[src/hpt_pkg.sv]
// Package for the heading PI turn controller: widths, constants, register
// indexes, operation codes and the structs shared between the modules.
// No dependencies.
package hpt_pkg;

   // Field and register widths.
   localparam int HEADING_W = 9;
   localparam int TOL_W     = 8;
   localparam int GAIN_W    = 12;
   localparam int DRIVE_W   = 8;
   localparam int POWER_W   = 18;
   localparam int ESUM_W    = 8;
   localparam int ERR_W     = 8;

   // Stream and register port widths.
   localparam int REQ_DATA_W = 16;
   localparam int RSP_DATA_W = 8;
   localparam int CSR_ADDR_W = 4;
   localparam int CSR_DATA_W = 32;
   localparam int REG_IDX_W  = 2;

   // Signed width that holds every angle sum and difference (-511..766).
   localparam int ANG_W  = 11;
   // Product of the proportional gain and an angle, plus headroom for the sum.
   localparam int PROD_W = 24;
   // Integral term: gain times a clamped integral of at most 20.
   localparam int ESUM_MUL_W = 5;
   localparam int INTEG_W    = GAIN_W + ESUM_MUL_W;
   // Fractional bits of the gains and of the power.
   localparam int Q_FRAC = 8;

   // Angle constants.
   localparam logic signed [ANG_W-1:0] ANG_FULL     = ANG_W'(360);
   localparam logic signed [ANG_W-1:0] ANG_HALF     = ANG_W'(180);
   localparam logic signed [ANG_W-1:0] ANG_NEG_HALF = ANG_W'(-180);

   // Power limits in Q.8.
   localparam logic signed [POWER_W-1:0] POWER_LIMIT_Q8 = POWER_W'(2560);
   localparam logic signed [PROD_W-1:0]  POWER_MAX      = PROD_W'(131071);
   localparam logic signed [PROD_W-1:0]  POWER_MIN      = PROD_W'(-131072);

   // Integral clamp and drive limit.
   localparam logic [ESUM_W-1:0]  ESUM_CLAMP_ABOVE = ESUM_W'(20);
   localparam logic [ESUM_W-1:0]  ESUM_CLAMP_TO    = ESUM_W'(19);
   localparam logic [DRIVE_W-1:0] DRIVE_MAX        = DRIVE_W'(127);

   // Register reset values.
   localparam logic [HEADING_W-1:0] TARGET_RESET = HEADING_W'(0);
   localparam logic [TOL_W-1:0]     TOL_RESET    = TOL_W'(3);
   localparam logic [GAIN_W-1:0]    PGAIN_RESET  = GAIN_W'(282);
   localparam logic [GAIN_W-1:0]    IGAIN_RESET  = GAIN_W'(102);

   // Register indexes.
   localparam logic [REG_IDX_W-1:0] REG_TARGET_ANGLE = 2'd0;
   localparam logic [REG_IDX_W-1:0] REG_TOLERANCE    = 2'd1;
   localparam logic [REG_IDX_W-1:0] REG_PROP_GAIN    = 2'd2;
   localparam logic [REG_IDX_W-1:0] REG_INTEG_GAIN   = 2'd3;

   // Operation codes.
   localparam logic OP_START  = 1'b0;
   localparam logic OP_SAMPLE = 1'b1;

   typedef struct packed {
      logic [HEADING_W-1:0] target_angle;
      logic [TOL_W-1:0]     tolerance;
      logic [GAIN_W-1:0]    prop_gain;
      logic [GAIN_W-1:0]    integ_gain;
   } cfg_type;

   typedef struct packed {
      logic [HEADING_W-1:0]      last_heading;
      logic signed [POWER_W-1:0] last_power;
      logic [ESUM_W-1:0]         error_sum;
      logic                      turning;
   } state_type;

   typedef struct packed {
      logic signed [DRIVE_W-1:0] drive;
      logic                      done_res;
   } result_type;

endpackage

[src/heading_pi_turn_controller_core.sv]
// Heading PI turn controller: the input register, the controller state, the
// result register and the configuration registers. Depends on hpt_pkg,
// hpt_csr and hpt_step.
//
// The block takes one transaction per cycle on req_ while rsp_ is not
// stalled and gives exactly one result per transaction on rsp_, through the
// input register and then the result register that drives rsp_tvalid. A
// start transaction (tuser 0) clears the integral, seeds the stored power and
// returns zero drive without done; a heading sample (tuser 1) returns the
// signed drive, or done with zero drive when no turn is armed or once the
// stored heading sits in the tolerance window and the stored power is small.
// The sustained rate is set by the state loop: the stay-running test, the
// proportional multiplier and the saturating add all sit between the input
// register and the state and result registers. Gains are unsigned Q4.8;
// write the registers only while no transaction is in flight.
module heading_pi_turn_controller_core (
   input  logic                               clock,
   input  logic                               reset,
   // Request stream.
   input  logic                               req_tvalid,
   output logic                               req_tready,
   input  logic [hpt_pkg::REQ_DATA_W-1:0]     req_tdata,   // [8:0] heading
   input  logic                               req_tuser,   // [0] operation
   // Result stream.
   output logic                               rsp_tvalid,
   input  logic                               rsp_tready,
   output logic [hpt_pkg::RSP_DATA_W-1:0]     rsp_tdata,   // [7:0] drive
   output logic                               rsp_tuser,   // [0] done_res
   // Configuration port.
   input  logic                               csr_psel,
   input  logic                               csr_penable,
   input  logic                               csr_pwrite,
   input  logic [hpt_pkg::CSR_ADDR_W-1:0]     csr_paddr,
   input  logic [hpt_pkg::CSR_DATA_W-1:0]     csr_pwdata,
   output logic [hpt_pkg::CSR_DATA_W-1:0]     csr_prdata,
   output logic                               csr_pready
);
   import hpt_pkg::*;

   cfg_type              cfg;
   logic                 s1_valid_ff, s1_valid_in;
   logic                 s1_op_ff, s1_op_in;
   logic [HEADING_W-1:0] s1_heading_ff, s1_heading_in;
   state_type            state_ff, state_in, state_step;
   logic                 rsp_valid_ff, rsp_valid_in;
   result_type           rsp_ff, rsp_in, step_result;
   logic                 s1_fire, req_fire;

   hpt_csr u_csr (
      .clock       (clock),
      .reset       (reset),
      .csr_psel    (csr_psel),
      .csr_penable (csr_penable),
      .csr_pwrite  (csr_pwrite),
      .csr_paddr   (csr_paddr),
      .csr_pwdata  (csr_pwdata),
      .csr_prdata  (csr_prdata),
      .csr_pready  (csr_pready),
      .cfg         (cfg)
   );

   hpt_step u_step (
      .cfg       (cfg),
      .state_cur (state_ff),
      .op        (s1_op_ff),
      .heading   (s1_heading_ff),
      .state_nxt (state_step),
      .result    (step_result)
   );

   // Handshake: the input stage moves on when the result register is free.
   assign s1_fire    = s1_valid_ff && (!rsp_valid_ff || rsp_tready);
   assign req_tready = !s1_valid_ff || s1_fire;
   assign req_fire   = req_tvalid && req_tready;

   // Input stage.
   always_comb begin
      s1_valid_in   = req_fire ? 1'b1 : (s1_fire ? 1'b0 : s1_valid_ff);
      s1_op_in      = req_fire ? req_tuser : s1_op_ff;
      s1_heading_in = req_fire ? req_tdata[HEADING_W-1:0] : s1_heading_ff;
   end

   // Controller state and result stage.
   always_comb begin
      state_in     = s1_fire ? state_step : state_ff;
      rsp_in       = s1_fire ? step_result : rsp_ff;
      rsp_valid_in = s1_fire ? 1'b1 : (rsp_tready ? 1'b0 : rsp_valid_ff);
   end

   always_ff @(posedge clock) begin
      if (reset) begin
         s1_valid_ff  <= 1'b0;
         rsp_valid_ff <= 1'b0;
         state_ff     <= '0;
      end else begin
         s1_valid_ff  <= s1_valid_in;
         rsp_valid_ff <= rsp_valid_in;
         state_ff     <= state_in;
      end
   end

   always_ff @(posedge clock) begin
      s1_op_ff      <= s1_op_in;
      s1_heading_ff <= s1_heading_in;
      rsp_ff        <= rsp_in;
   end

   assign rsp_tvalid = rsp_valid_ff;
   assign rsp_tdata  = rsp_ff.drive;
   assign rsp_tuser  = rsp_ff.done_res;

   // A done result always carries zero drive.
   a_done_zero_drive: assert property (@(posedge clock) disable iff (reset)
      rsp_valid_ff && rsp_ff.done_res |-> rsp_ff.drive == '0)
      else $error("done result with nonzero drive");

   // The drive stays within plus and minus 127.
   a_drive_range: assert property (@(posedge clock) disable iff (reset)
      rsp_valid_ff |-> rsp_ff.drive != DRIVE_W'(-128))
      else $error("drive outside the saturation range");

   // A done result leaves the controller idle.
   a_done_clears_turning: assert property (@(posedge clock) disable iff (reset)
      s1_fire && step_result.done_res |=> !state_ff.turning)
      else $error("turning still set after done");

   // A start transaction arms the controller and clears the integral.
   a_start_arms: assert property (@(posedge clock) disable iff (reset)
      s1_fire && s1_op_ff == OP_START |=> state_ff.turning && state_ff.error_sum == '0)
      else $error("start did not arm the controller");

   // The controller state moves only when a transaction is processed.
   a_state_hold: assert property (@(posedge clock) disable iff (reset)
      !s1_fire |=> $stable(state_ff))
      else $error("state changed without a transaction");

endmodule

[src/hpt_csr.sv]
// Configuration registers of the heading PI turn controller behind an
// APB-style port. Depends on hpt_pkg.
module hpt_csr (
   input  logic                              clock,
   input  logic                              reset,
   input  logic                              csr_psel,
   input  logic                              csr_penable,
   input  logic                              csr_pwrite,
   input  logic [hpt_pkg::CSR_ADDR_W-1:0]    csr_paddr,
   input  logic [hpt_pkg::CSR_DATA_W-1:0]    csr_pwdata,
   output logic [hpt_pkg::CSR_DATA_W-1:0]    csr_prdata,
   output logic                              csr_pready,
   output hpt_pkg::cfg_type                  cfg
);
   import hpt_pkg::*;

   cfg_type              cfg_ff;
   cfg_type              cfg_in;
   logic                 wr_en;
   logic [REG_IDX_W-1:0] reg_idx;

   assign csr_pready = 1'b1;
   assign wr_en      = csr_psel && csr_penable && csr_pwrite && csr_pready;
   assign reg_idx    = csr_paddr[REG_IDX_W+1:2];

   // Next register values on a write transaction.
   always_comb begin
      cfg_in = cfg_ff;
      if (wr_en) begin
         case (reg_idx)
            REG_TARGET_ANGLE: cfg_in.target_angle = csr_pwdata[HEADING_W-1:0];
            REG_TOLERANCE:    cfg_in.tolerance    = csr_pwdata[TOL_W-1:0];
            REG_PROP_GAIN:    cfg_in.prop_gain    = csr_pwdata[GAIN_W-1:0];
            REG_INTEG_GAIN:   cfg_in.integ_gain   = csr_pwdata[GAIN_W-1:0];
            default:          cfg_in = cfg_ff;
         endcase
      end
   end

   always_ff @(posedge clock) begin
      if (reset) begin
         cfg_ff.target_angle <= TARGET_RESET;
         cfg_ff.tolerance    <= TOL_RESET;
         cfg_ff.prop_gain    <= PGAIN_RESET;
         cfg_ff.integ_gain   <= IGAIN_RESET;
      end else begin
         cfg_ff <= cfg_in;
      end
   end

   // Read data, zero-extended to the bus width.
   always_comb begin
      case (reg_idx)
         REG_TARGET_ANGLE: csr_prdata = CSR_DATA_W'(cfg_ff.target_angle);
         REG_TOLERANCE:    csr_prdata = CSR_DATA_W'(cfg_ff.tolerance);
         REG_PROP_GAIN:    csr_prdata = CSR_DATA_W'(cfg_ff.prop_gain);
         REG_INTEG_GAIN:   csr_prdata = CSR_DATA_W'(cfg_ff.integ_gain);
         default:          csr_prdata = '0;
      endcase
   end

   assign cfg = cfg_ff;

endmodule

[src/hpt_step.sv]
// Combinational step of the heading PI turn controller: stay-running test,
// error folding, PI power, direction and drive saturation. Depends on hpt_pkg.
module hpt_step (
   input  hpt_pkg::cfg_type                    cfg,
   input  hpt_pkg::state_type                  state_cur,
   input  logic                                op,
   input  logic [hpt_pkg::HEADING_W-1:0]       heading,
   output hpt_pkg::state_type                  state_nxt,
   output hpt_pkg::result_type                 result
);
   import hpt_pkg::*;

   logic signed [ANG_W-1:0]   tgt, tol, h_cur, h_last;
   logic signed [ANG_W-1:0]   upper_raw, lower_raw, upper, lower;
   logic signed [ANG_W-1:0]   tgt_hi, tgt_lo;
   logic                      wrap_down, wrap_up, outside, keep_running;
   logic signed [ANG_W-1:0]   d0, d1, d2, d3, d4;
   logic [ERR_W-1:0]          err;
   logic [ESUM_W-1:0]         esum_clamped;
   logic signed [ANG_W-1:0]   mul_b;
   logic signed [GAIN_W:0]    pgain_s;
   logic signed [PROD_W-1:0]  prop_prod;
   logic [INTEG_W-1:0]        integ_prod;
   logic signed [PROD_W-1:0]  power;
   logic signed [POWER_W-1:0] power_sat;
   logic [DRIVE_W-1:0]        drive_mag;
   logic                      turn_left;

   assign tgt    = ANG_W'(cfg.target_angle);
   assign tol    = ANG_W'(cfg.tolerance);
   assign h_cur  = ANG_W'(heading);
   assign h_last = ANG_W'(state_cur.last_heading);

   // Tolerance window around the target, wrapped into the circle.
   assign upper_raw = tgt + tol;
   assign lower_raw = tgt - tol;
   assign wrap_down = lower_raw < 0;
   assign wrap_up   = upper_raw > ANG_FULL;
   assign lower     = wrap_down ? lower_raw + ANG_FULL : lower_raw;
   assign upper     = wrap_up ? upper_raw - ANG_FULL : upper_raw;
   assign tgt_hi    = tgt + ANG_HALF;
   assign tgt_lo    = tgt - ANG_HALF;

   // The turn keeps going while the stored heading is outside the window or
   // the stored power is still large.
   assign outside = (wrap_down && ((h_last < lower && h_last > tgt_hi) ||
                                   (h_last > upper && h_last < tgt_hi))) ||
                    (wrap_up && ((h_last > upper && h_last < tgt_lo) ||
                                 (h_last < lower && h_last > tgt_lo))) ||
                    (!wrap_up && !wrap_down && (h_last > upper || h_last < lower));
   assign keep_running = outside || (state_cur.last_power > POWER_LIMIT_Q8);

   // Fold the heading error to 0..180; an error of minus 180 becomes 180.
   assign d0  = h_cur - tgt;
   assign d1  = (d0 > ANG_HALF) ? ANG_FULL - d0 : d0;
   assign d2  = (d1 < ANG_NEG_HALF) ? ANG_FULL + d1 : d1;
   assign d3  = (d2 <= 0 && d2 >= ANG_NEG_HALF) ? -d2 : d2;
   assign d4  = (d3 > ANG_HALF) ? ANG_FULL - d3 : d3;
   assign err = d4[ERR_W-1:0];

   // Integral clamp before use.
   assign esum_clamped = (state_cur.error_sum > ESUM_CLAMP_ABOVE) ?
                         ESUM_CLAMP_TO : state_cur.error_sum;

   // One proportional multiplier serves both the start seed and the sample.
   assign mul_b      = (op == OP_START) ? d0 : ANG_W'(err);
   assign pgain_s    = (GAIN_W+1)'(cfg.prop_gain);
   assign prop_prod  = PROD_W'(pgain_s) * PROD_W'(mul_b);
   assign integ_prod = INTEG_W'(cfg.integ_gain) *
                       INTEG_W'(esum_clamped[ESUM_MUL_W-1:0]);
   assign power      = (op == OP_START) ? prop_prod :
                       prop_prod + PROD_W'(integ_prod);

   // Stored power saturates to the 18-bit signed range.
   always_comb begin
      if (power > POWER_MAX) begin
         power_sat = POWER_MAX[POWER_W-1:0];
      end else if (power < POWER_MIN) begin
         power_sat = POWER_MIN[POWER_W-1:0];
      end else begin
         power_sat = power[POWER_W-1:0];
      end
   end

   // Whole degrees of drive from the non-negative sample power.
   assign drive_mag = (power[PROD_W-1:Q_FRAC+DRIVE_W-1] != '0) ? DRIVE_MAX :
                      DRIVE_W'(power[Q_FRAC+DRIVE_W-2:Q_FRAC]);

   // Direction of the turn.
   assign turn_left = (tgt > h_cur + ANG_HALF) ||
                      (tgt > h_cur - ANG_HALF && h_cur > ANG_HALF && tgt < ANG_HALF) ||
                      (tgt < h_cur && h_cur - tgt < ANG_HALF);

   // Next state and the result of this transaction.
   always_comb begin
      state_nxt       = state_cur;
      result.drive    = '0;
      result.done_res = 1'b0;
      if (op == OP_START) begin
         state_nxt.error_sum    = '0;
         state_nxt.last_heading = heading;
         state_nxt.last_power   = power_sat;
         state_nxt.turning      = 1'b1;
      end else if (!state_cur.turning || !keep_running) begin
         state_nxt.turning = 1'b0;
         result.done_res   = 1'b1;
      end else begin
         state_nxt.last_heading = heading;
         state_nxt.last_power   = power_sat;
         state_nxt.error_sum    = esum_clamped + err;
         result.drive           = turn_left ? -signed'(drive_mag) : signed'(drive_mag);
      end
   end

endmodule
[config.mk]
export PLATFORM = sky130hd
export DESIGN_NAME = heading_pi_turn_controller_core
export DESIGN_NICKNAME = d
export VERILOG_FILES = /design/src/hpt_pkg.sv /design/src/heading_pi_turn_controller_core.sv /design/src/hpt_csr.sv /design/src/hpt_step.sv
export SDC_FILE = /design/constraint.sdc
export NUM_CORES = 1
export LEC_CHECK = 0
export BUFFER_PORTS_ARGS = -buffer_cell sky130_fd_sc_hd__buf_2
export CAP_MARGIN = 40
export CORE_ASPECT_RATIO = 0.8
export CORE_MARGIN = 3
export CORE_UTILIZATION = 40
export DETAILED_ROUTE_END_ITERATION = 10
export PLACE_DENSITY_LB_ADDON = 0.05
export SLEW_MARGIN = 20
export SYNTH_ARGS = -nofsm -noshare
export SYNTH_HDL_FRONTEND = slang
export SYNTH_SLANG_ARGS = --single-unit
[constraint.sdc]
create_clock -name clock -period 14.34 [get_ports clock]
set_input_delay 1.434 -clock clock [delete_from_list [all_inputs] [get_ports clock]]
set_output_delay 1.434 -clock clock [all_outputs]
set_load 0.02 [all_outputs]
After elaboration in Yosys (flattened, before gate mapping)
Cells that the tools add are included.
{ "word_totals": {"word_cells": 127, "input_bits": 60, "output_inout_bits": 44, "mem_bits_rw": 0, "rom_bits": 0, "n_memories": 0, "latchBits": 0, "register_bits": 98} }
{ "op_classes": {"n_div": 0, "n_addsub": 16, "bitwise_logic": 1, "mul": 2, "n_reduce_logical": 44, "shifts": 0, "muxes": 22, "eq_ne": 5, "n_lt_le_gt_ge": 23} }
{ "op_table": {"columns": ["op", "count"], "rows": [
  ["$pmux W32 S4", 1],
  ["$mux W11", 6],
  ["$gt A10 B11 Y1", 5],
  ["$mux W18", 2],
  ["$mux W36", 1],
  ["$mux W35", 1],
  ["$lt A10 B11 Y1", 3],
  ["$add A24 B17 Y24", 1],
  ["$gt A24 B18 Y1 const B", 1],
  ["$lt A24 B18 Y1 const B", 1],
  ["$mul A13 B11 Y24", 1],
  ["$mux W24", 1],
  ["$mux W8", 3],
  ["$gt A11 B9 Y1 const B", 2],
  ["$lt A11 B9 Y1 const B", 2],
  ["$add A9 B8 Y10 const B", 2],
  ["$sub A9 B8 Y10 const B", 2],
  ["$gt A18 B13 Y1 const B", 1],
  ["$mul A12 B5 Y17", 1],
  ["$logic_and A1 B1 Y1", 16],
  ["$reduce_and A2 Y1", 6],
  ["$add A10 B10 Y11 const B", 1],
  ["$add A10 B11 Y11 const A", 1],
  ["$ge A11 B9 Y1 const B", 1],
  ["other kinds (29)", 51]
]} }

Depth between registers and ports, before layout
Gate-level depths: netlist (run 1).
{ "logic_depth": {"depth_word": 19, "ltp_mapped": 70, "mapped_depth_nobuf": 65} }

Hierarchy
Synthesis (run 1) repeated with hierarchy kept, for this count alone.
{ "hier_totals": {"cells_unflattened": 2105, "area_unflattened_um2": 17576.9} }
{ "by_module_without_submodules": {"columns": ["module", "seq_area_each_um2", "cells_each", "area_each_um2", "n_inst"], "rows": [
  ["hpt_step", 0.0, 1716, 13106.3, 1],
  ["heading_pi_turn_controller_core", 1331.3, 185, 2306.0, 1],
  ["hpt_csr", 820.8, 204, 2164.6, 1]
]} }

Least setup slack after synthesis (run 1)
OpenSTA, ideal clock, no wires.
{ "synth_timing": {"kind": "register to register", "startpoint": "register u_csr.cfg_ff, in the netlist u_csr.cfg[36]", "endpoint": "register rsp_ff, in the netlist rsp_tdata[5], data pin", "setup_time_ps": 160, "n_path_buf": 6, "slack_ps": -1147, "required_time_ps": 14180, "arrival_time_ps": 15327, "stages_incl_launch_ff": 65, "synth_period_minus_slack_ps": 15487, "cell_sequence": "dfxtp_1 clkbuf_1 inv_1 ha_1 buf_6 or4b_1 o2111ai_1 a211o_2 a41o_1 a31oi_2 nor4_1 or2_1 clkbuf_2 inv_1 ha_1 a211oi_1 o21ai_0 and3b_1 [29 not listed] fa_1 ha_1 inv_1 o21ai_0 a21oi_1 o21ai_0 a21oi_1 o21ai_0 a2111oi_0 nor3_1 o31ai_1 nor2_1 mux2_2 o22a_1 or4_1 clkbuf_1 or4b_2 a41oi_1"} }
{ "synth_via": {"elab_chain_len": 18, "elab_cells_between_ends": 68, "classes_between": "add/sub: 13; mul: 1; order compare: 18; mux: 10; reduce/logical: 26"} }
{ "synth_rtl": {"columns": ["item", "line", "source"], "rows": [
  ["start: declaration", "hpt_csr.sv:17", "cfg_type cfg_ff;"],
  ["start signal: assignment", "hpt_csr.sv:47", "cfg_ff <= cfg_in;"],
  ["$sub A9 B9 Y10", "hpt_step.sv:54, hpt_step.sv:92", null],
  ["$sub A10 B11 Y11 / $gt A11 B9 Y1 (equally long branches)", "hpt_step.sv:55", "assign d1 = (d0 > ANG_HALF) ? ANG_FULL - d0 : d0;"],
  ["$mux W11", "hpt_step.sv:55", null],
  ["$add A10 B11 Y11 / $lt A11 B9 Y1 (equally long branches)", "hpt_step.sv:56", "assign d2 = (d1 < ANG_NEG_HALF) ? ANG_FULL + d1 : d1;"],
  ["$mux W11", "hpt_step.sv:56", null],
  ["$le A11 B1 Y1 / $ge A11 B9 Y1 (equally long branches)", "hpt_step.sv:57", "assign d3 = (d2 <= 0 && d2 >= ANG_NEG_HALF) ? -d2 : d2;"],
  ["$logic_and A1 B1 Y1", "hpt_step.sv:57", null],
  ["$mux W11", "hpt_step.sv:57", null],
  ["[2 not listed]", null, null],
  ["$mux W11", "hpt_step.sv:66", "assign mul_b = (op == OP_START) ? d0 : ANG_W'(err);"],
  ["$mul A13 B11 Y24", "hpt_step.sv:68", "assign prop_prod = PROD_W'(pgain_s) * PROD_W'(mul_b);"],
  ["$add A24 B17 Y24", "hpt_step.sv:72", "prop_prod + PROD_W'(integ_prod);"],
  ["$mux W24", "hpt_step.sv:71", "assign power = (op == OP_START) ? prop_prod :"],
  ["$reduce_bool A9 Y1", "hpt_step.sv:86", "assign drive_mag = (power[PROD_W-1:Q_FRAC+DRIVE_W-1] != '0) ? DRIVE_MAX :"],
  ["$mux W7", "hpt_step.sv:86", null],
  ["$neg A8 Y8", "hpt_step.sv:111", "result.drive = turn_left ? -signed'(drive_mag) : signed'(drive_mag);"],
  ["$mux W8", "hpt_step.sv:111", null],
  ["end signal: assignment", "heading_pi_turn_controller_core.sv:105", "rsp_ff <= rsp_in;"],
  ["end: declaration", "heading_pi_turn_controller_core.sv:46", "result_type rsp_ff, rsp_in, step_result;"]
]} }
Several ways; a longest one is shown, not always the timed one.
A chain may end at the register's enable or synchronous reset.

Final worst setup path (run 1)
{ "layout_timing": {"startpoint": "register s1_heading_ff[0]", "endpoint": "register rsp_ff, in the netlist rsp_tdata[5], data pin"} }
{ "layout_via": {"elab_chain_len": 18, "elab_cells_between_ends": 35, "classes_between": "add/sub: 9; mul: 1; order compare: 10; mux: 8; reduce/logical: 7"} }
{ "layout_rtl": {"columns": ["item", "line", "source"], "rows": [
  ["start: declaration", "heading_pi_turn_controller_core.sv:43", "logic [HEADING_W-1:0] s1_heading_ff, s1_heading_in;"],
  ["start signal: assignment", "heading_pi_turn_controller_core.sv:104", "s1_heading_ff <= s1_heading_in;"],
  ["$sub A9 B9 Y10", "hpt_step.sv:54, hpt_step.sv:92", null],
  ["$sub A10 B11 Y11 / $gt A11 B9 Y1 (equally long branches)", "hpt_step.sv:55", null],
  ["$mux W11", "hpt_step.sv:55", null],
  ["$add A10 B11 Y11 / $lt A11 B9 Y1 (equally long branches)", "hpt_step.sv:56", null],
  ["$mux W11", "hpt_step.sv:56", null],
  ["$le A11 B1 Y1 / $ge A11 B9 Y1 (equally long branches)", "hpt_step.sv:57", null],
  ["$logic_and A1 B1 Y1", "hpt_step.sv:57", null],
  ["$mux W11", "hpt_step.sv:57", null],
  ["[2 not listed]", null, null],
  ["$mux W11", "hpt_step.sv:66", null],
  ["$mul A13 B11 Y24", "hpt_step.sv:68", null],
  ["$add A24 B17 Y24", "hpt_step.sv:72", null],
  ["$mux W24", "hpt_step.sv:71", null],
  ["$reduce_bool A9 Y1", "hpt_step.sv:86", null],
  ["$mux W7", "hpt_step.sv:86", null],
  ["$neg A8 Y8", "hpt_step.sv:111", null],
  ["$mux W8 *", "hpt_step.sv:111", null]
]} }
Mark *: on every way between the ends. The rest lies on a longest branch, timed or not.

==> flow_summary.yaml, run 1 <==
sta:
  setup_tns_ps: -1030
  worst_slack_ps: -160
  slew_headroom_pct: 44.0
  fmax_ghz: 0.0690
  period_share_pct: 101
  slew_viol_final: 0
  tightest_slew_ps: 839
  rsz0062_at_grt: "yes"
  skew_ps: 20.1
  finalHoldViolations: 0
  setup_violations: 18
  holdWs_ps: 457
  period_minus_slack_ps: 14500
synthesis:
  synth_edf_count: 19
  synth-seq-cells: 98
  ys.flop_type: "dfxtp_1"
  yosys.area.top_type_share_pct: 16.5
  async_flop_share_pct: 0
  syn-instance-count: 2100
  synth_most_common_cell: "nand2_1"
  yosysTopAreaCell: "fa_1"
  syn_area_per_cell_um2: 8.02
  synth_area_um2: 16900
  yosysWarnings: 0
  seq_area_frac_synth_pct: 12.8
  synthDistinctLibCells: 102
  synthTopCellsByArea: "fa_1 17%, ha_1 14%, dfxtp_1 9.4%, nand2_1 6.3%, inv_1 5.4%"
  synth_top_cells_by_count: "284 x nand2_1, 242 x inv_1, 190 x ha_1, 139 x fa_1, 122 x a21oi_1"
placed_design:
  io_buffers: 53
  gp_congestion: 0.892
  dp_hpwl_mm: 43.2
global_route:
  grt_pass1_vias: 15500
  busiest_layer: "met1"
  antenna_found_initial: 1
  grtUsageTotal_pct: 23.9
  grt_use_met2_pct: 36.7
  grt_use_met3_pct: 1.54
  grt_overflow: 0
  grt_pass1_wl_mm: 86.2
  use_met1_pct: 37.7
  grt_max_degree: 77
floorplanning:
  die-area_um2: 44600
  num_io_pins: 104
  core_area_um2: 41100
  core.rowCount: 66
  die_x_um: 235
  die-height_um: 190
  start_util_pct: 41.0
detailed_routing:
  drt_pass1_iterations: 5
  drt_iter0_drc: 1138
  ant_nets: 0
  route.vias.total: 15900
  viasPerCell: 5.36
  wl_mm: 53.9
  wire_per_inst_um: 18.1
  remaining_drc_errors: 0
job:
  maxCapViolCount: 0
setup_path:
  critical_path.max_fanout: 7
  cp.required_ps: 14560
  worstSetupStartpointType: "register"
  regToRegSetupSlack_ps: -160
  crit_path_top_delay_cell: "fa_1"
  regToRegStartpoint: "s1_heading_ff[0]"
  setup.worst_path.end: "rsp_tdata[5]"
  critPathCaptureType: "register"
  crit_start: "s1_heading_ff[0]"
  path_class: "reg -> reg"
  reg2reg_to: "rsp_tdata[5]"
  r2r_cells: 57
  path_common_cell: "fa_1"
  cp_slowest_stage_delay_ps: 610
  cp.arrival_ps: 14720
clock_tree:
  cts-hold-fix-buffers: 0
  clk_latency_ps: 370
  clkTransAtPathRegs_ps: 90
  cts.path.max_buffers: 2
  clockRootBuffer: "clkbuf_16"
  cts_max_level: 3
  clkSinkCount: 98
  cts_buffers: 9
  cts_tree: "done"
final_layout:
  drive_gt1_share_pct: 25.6
  fin_nets: 2810
  area_growth_pct: 27.1
hold_path:
  hp-class: "reg -> reg"
run_status:
  status: "finished with violations"
  violations: "setup timing"
## layer usage
layer / share of wire (%) / up-vias
met3: 4.0 / 28
met5: 0 / -
met2: 42 / 351
met1: 53 / 7773
met4: 0.90 / 0
li1: - / 7760
## registers in the layout, summed over array words and instances, names as in the netlist
name,cells
u_csr.cfg,41
s1_valid_ff,1
rsp_tuser,1
state_ff,36
s1_heading_ff,9
rsp_tdata,8
rsp_tvalid,1
s1_op_ff,1
## stage by stage
stage / cell area, um^2 / std cells / setup slack (ps) / utilization (%)
finish: 21400 / 2971 / -160 / 52.1
global route: 21400 / 2971 / -642 / 52.1
CTS: 20700 / 2948 / -272 / 50.4
detailed placement: 19900 / 2913 / -1100 / 48.4
global placement: 19900 / 2910 / -877 / 48.3
floorplan: 17200 / 2121 / 0.698 / -
## logic make-up after synthesis
| kind of cell | after synthesis | share of synthesized area (%) |
|---|---|---|
| simple gates | 730 | 21.2 |
| compound gates | 448 | 18.3 |
| buf+inv | 360 | 8.84 |
| fa+ha+maj | 329 | 30.6 |
| xor+xnor | 100 | 5.53 |
| flops | 98 | 12.8 |
| mux | 33 | 2.63 |
| other cells | 2 | 0.0446 |
## worst min path at each step
stage | startpoint | to | cells after the start
after floorplan | state_ff[27] | state_ff[27] | 2
after global placement | state_ff[27] | state_ff[27] | 2
after detailed placement | state_ff[27] | state_ff[27] | 2
after CTS | state_ff[27] | state_ff[27] | 2
after global routing | state_ff[27] | state_ff[27] | 2
final | state_ff[27] | state_ff[27] | 2
## layout by cell type (no fill, tap or decap), drive strengths merged, types with 8 or more instances in the layout
| master | n |
|---|---|
| nor2 | 113 |
| o21ai | 87 |
| o21a | 19 |
| a22oi | 8 |
| nor3 | 29 |
| inv | 243 |
| nand4 | 11 |
| mux2i | 18 |
| buf | 407 |
| nor2b | 38 |
| a21oi | 124 |
| a21boi | 10 |
| edfxtp | 19 |
| nand2b | 34 |
| a31oi | 14 |
| nand3b | 13 |
| nor4 | 11 |
| a211o | 11 |
| nand3 | 54 |
| nand2 | 284 |
| conb | 23 |
| a211oi | 15 |
| o211ai | 10 |
| ha | 190 |
| fa | 139 |
| and2 | 46 |
| mux4 | 8 |
| xor2 | 31 |
| o31ai | 18 |
| clkbuf | 10 |
| a22o | 19 |
| or2 | 15 |
| o21bai | 8 |
| a21o | 32 |
| xnor2 | 66 |
| o221ai | 9 |
| or3 | 20 |
| and3 | 37 |
| dfxtp | 79 |
## what timing repair did
action / CTS / global route
pin swaps: 53 / 71
gates resized for setup: 85 / 100
endpoints found under the setup margin: 25 / 26
cloned: 1 / 0
setup buffers: 18 / 23
endpoints found under the hold margin: 0 / 0
## worst max-delay path: cells and delay by family (launching register included)
family	cells	cell delay, ps
AOI/OAI and AO/OA	21	4240
adders and majority gates	14	5380
buffers and inverters	9	1010
DFF	1	370
muxes	1	320
and+or+nand+nor	12	3000
## layout make-up
cell class / count / area (um^2)
multi-input cells: 1663 / 14400
well taps: 544 / 681
flip-flops and latches: 98 / 2160
fillers: 4002 / 19700
inverters: 242 / 916
clock inverters: 6 / 41.3
clock buffers: 10 / 229
repair buffers: 407 / 3020
diodes: 1 / 2.50
Power of run 1 is not shown: default switching activity piles up to over one toggle a cycle in this logic, so the estimate is an artifact.
==> inputs of run 2 (changes only) <==
- CAP_MARGIN: 40 -> unset
- SKIP_LAST_GASP: unset -> 1
==> flow_summary.yaml, run 2 (synthesized netlist as in run 1, its figures left out) <==
sta:
  holdWs_ps: 458
  skew_ps: 17.1
  rsz0062_at_grt: "yes"
  slew_headroom_pct: 21.4
  period_share_pct: 101
  setup_violations: 15
  slew_viol_final: 0
  fmax_ghz: 0.0688
  period_minus_slack_ps: 14530
  worst_slack_ps: -191
  tightest_slew_ps: 1170
  finalHoldViolations: 0
setup_path:
  critPathCaptureType: "register"
  path_class: "reg -> reg"
  regToRegSetupSlack_ps: -190
  crit_path_top_delay_cell: "or4_4"
  cp.arrival_ps: 14740
  worstSetupStartpointType: "register"
  critical_path.max_fanout: 6
  cp.required_ps: 14550
  cp_slowest_stage_delay_ps: 610
detailed_routing:
  viasPerCell: 5.36
  ant_nets: 0
  wl_mm: 53.9
  drt_iter0_drc: 1076
  remaining_drc_errors: 0
  wire_per_inst_um: 18.1
  drt_pass1_iterations: 7
  route.vias.total: 15900
clock_tree:
  cts_max_level: 3
  cts_buffers: 9
  cts-hold-fix-buffers: 0
  clkTransAtPathRegs_ps: 80
  cts_tree: "done"
  cts.path.max_buffers: 2
  clkSinkCount: 98
  clk_latency_ps: 360
  clockRootBuffer: "clkbuf_16"
floorplanning:
  die-area_um2: 44600
  core.rowCount: 66
  die-height_um: 190
  die_x_um: 235
  core_area_um2: 41100
  num_io_pins: 104
  start_util_pct: 41.0
final_layout:
  multi_input_area_um2: 14300
  largest_reg_flops: 41
  n_fill_cell: 4034
  area_growth_pct: 26.9
  fin_nets: 2812
  layout_common_cells: "340 x buf_4, 278 x nand2_1, 227 x inv_1"
  layout_commonest_cell: "buf_4"
  seq_area_um2: 2160
  drive_gt1_share_pct: 25.7
run_status:
  violations: "setup timing"
  status: "finished with violations"
global_route:
  antenna_found_initial: 1
  grt_max_degree: 77
  grt_pass1_vias: 15400
  grtUsageTotal_pct: 23.8
  grt_overflow: 0
  grt_pass1_wl_mm: 85.4
job:
  maxCapViolCount: 0
placed_design:
  io_buffers: 53
  gp_congestion: 0.892
  dp_hpwl_mm: 43.0
hold_path:
  hp-class: "reg -> reg"
[run 2: cell types whose count changed in the layout (fill, tap and decap cells not counted), moves of 3 or more]
cell and delta:
buf_4 +3, inv_1 -4, ha_2 +3, o21ai_0 -3, inv_2 +5, a21oi_2 +3
ha_4 -3, o21ai_1 +3
[run 2: layer usage]
layer  vias to the layer above  GRT usage (%)  wire (um)
met5                         -              0          0
met4                         0           4.63        755
met3                        39           2.10       2760
met2                       404           35.4      22400
met1                      7732           37.3      28000
li1                       7771              -          -
[run 2: worst paths after layout]
| check | start | to | depth (start not counted) |
|---|---|---|---|
| max | s1_heading_ff[0] | rsp_tdata[5] | 59 |
| min | state_ff[27] | state_ff[27] | 2 |
| max reg2reg | s1_heading_ff[0] | rsp_tdata[5] | 59 |
| min reg2reg | state_ff[27] | state_ff[27] | 2 |
[run 2: critical path, delay by kind of cell (launching register included)]
family	cells	cell delay (ps)
buffers and inverters	10	960
DFF	1	370
AOI/OAI and AO/OA	19	3700
xor gates and xnor gates	2	320
muxes	1	320
and+or+nand+nor	13	3420
adders and majority gates	14	5260
[run 2: final cells by class]
class	count	area share (%)
well taps	544	3.18
flip-flops and latches	98	10.1
inverters	242	4.27
clock inverters	6	0.193
clock buffers	10	1.07
multi-input cells	1663	67.0
diodes	1	0.0117
repair buffers	409	14.2
[run 2: per-stage QoR]
stage                     instances  instance area, um^2  util (%)  setup TNS (ps)  setup WS (ps)
after CTS                      2947                20600      50.2           -3100           -289
after floorplan                2121                17200         -               0          0.698
final                          2973                21400      52.0            -852           -191
after global placement         2910                19900      48.3          -16020           -877
after detailed placement       2910                19900      48.3          -21060          -1110
after global routing           2973                21400      52.0          -15090           -789
[run 2: repair_timing]
| item | 4_1_cts | 5_1_grt |
|---|---|---|
| buffers inserted | 21 | 28 |
| pin swaps | 51 | 83 |
| cloned | 1 | 1 |
| resized for setup | 78 | 105 |
| setup endpoints to repair | 25 | 26 |
Power of run 2 is left out for the same reason.
==> inputs of run 3 (changes only) <==
- CORE_MARGIN: 3 -> unset
- REMOVE_ABC_BUFFERS: unset -> 1
- clock period: 14.34 -> 18.2 ns (I/O delays scaled with it)
==> flow_summary.yaml, run 3 (synthesized netlist as in run 1, its figures left out) <==
run_status:
  status: "finished clean"
global_route:
  grt_overflow: 0
  grt_pass1_vias: 14300
  grt_pass1_wl_mm: 79.7
  grt_max_degree: 76
  antenna_found_initial: 1
  grtUsageTotal_pct: 23.8
sta:
  slew_headroom_pct: 39.6
  fmax_ghz: 0.0578
  finalHoldViolations: 0
  skew_ps: 8.47
  rsz0062_at_grt: "no"
  slew_viol_final: 0
  period_minus_slack_ps: 17300
  tightest_slew_ps: 904
  period_share_pct: 95.1
  setup_tns_ps: 0
  setup_violations: 0
detailed_routing:
  wl_mm: 49.9
  wire_per_inst_um: 18.8
  remaining_drc_errors: 0
  drt_pass1_iterations: 5
  route.vias.total: 14600
  ant_nets: 0
  drt_iter0_drc: 992
  viasPerCell: 5.50
placed_design:
  gp_congestion: 0.863
  dp_hpwl_mm: 39.7
  io_buffers: 53
  placed_cell_area_um2: 17500
  dp_cells: 2632
floorplanning:
  die-area_um2: 43000
  core_area_um2: 41100
  die_x_um: 231
  die-height_um: 186
  core.rowCount: 66
  start_util_pct: 41.0
  num_io_pins: 104
pwr:
  cellLeakagePower_nw: 8.18
  max-vdd-ir-drop_v: 0.000205
  power.density_nw_per_um2: 205
clock_tree:
  clk_latency_ps: 370
  post_cts_buffers: 0
  clockRootBuffer: "clkbuf_16"
  clkSinkCount: 98
  clkTransAtPathRegs_ps: 70
  cts.path.max_buffers: 2
  cts_max_level: 3
  cts_tree: "done"
  cts_buffers: 9
setup_path:
  critPathCaptureType: "register"
  critical_path.max_fanout: 16
  crit_path_top_delay_cell: "or4b_2"
  cp.arrival_ps: 17510
  cp_slowest_stage_delay_ps: 650
  path_class: "reg -> reg"
  worstSetupStartpointType: "register"
  cp.required_ps: 18410
  path_common_cell: "fa_1"
hold_path:
  hp-class: "reg -> reg"
job:
  maxCapViolCount: 0
final_layout:
  layout_commonest_cell: "nand2_1"
  largest_reg_flops: 41
  layout_common_cells: "283 x nand2_1, 242 x inv_1, 188 x ha_1"
  finish.instance_area_um2: 17900
  antenna_cells: 0
  drive_gt1_share_pct: 8.08
  final_util_pct: 43.5
  fin_cells: 2648
  area_growth_pct: 6.16
  fin_nets: 2488
run 3: layer usage:
layer	track usage, %	wire length [um]	vias up
met4	4.90	849	0
li1	-	-	7134
met2	37.2	22000	314
met1	34.3	24500	7069
met3	3.89	2490	43
met5	0	0	-
run 3: repair_timing:
action / in CTS / in global routing
hold endpoints to repair: 0 / 0
gates resized for setup: 0 / 10
hold buffers: 0 / 0
endpoints found under the setup margin: 0 / 21
run 3: through the flow:
| step | hold WS, ps | total power, W | setup WS (ps) |
|---|---|---|---|
| global placement | 450 | 0.00344 | 729 |
| CTS | 461 | 0.00369 | 560 |
| floorplan | 430 | 0.00267 | 2300 |
| finish | 461 | 0.00367 | 898 |
| detailed placement | 452 | 0.00344 | 692 |
| global route | 488 | 0.00419 | 54.2 |
run 3: area by class of cell:
class                      instances  area, um^2
multi-input combinational       1663       13300
tap                              544         681
inverter                         242         908
sequential                        98        2150
timing repair buffer              85         505
clock buffer                      12         279
clock inverter                     4        27.5
fill                            4247       23200
run 3: worst paths after layout:
path,startpoint,endpoint,slack (ps),depth (start not counted)
hold / removal,state_ff[27],state_ff[27],460,2
setup reg to reg,s1_heading_ff[0],rsp_tdata[5],900,61
setup / recovery,s1_heading_ff[0],rsp_tdata[5],900,61
hold reg to reg,state_ff[27],state_ff[27],460,2
run 3: report_power, final:
group | leakage, nW | internal, W | switching, W
clock network | 0.154 | 0.000110 | 0.0000944
logic | 7.20 | 0.00128 | 0.00193
registers | 0.826 | 0.000238 | 0.0000142
run 3: worst max-delay path: cells and delay by family, from the launching register on:
family	cells	cell delay (ps)
XOR/XNOR	3	870
adder cells (fa/ha/maj)	14	5680
multiplexers	2	660
AND/OR/NAND/NOR	13	3510
buffers and inverters	7	780
flip-flops	1	370
AO/OA/AOI/OAI	22	5220
No activity file was read; power rests on OpenSTA's default activity.
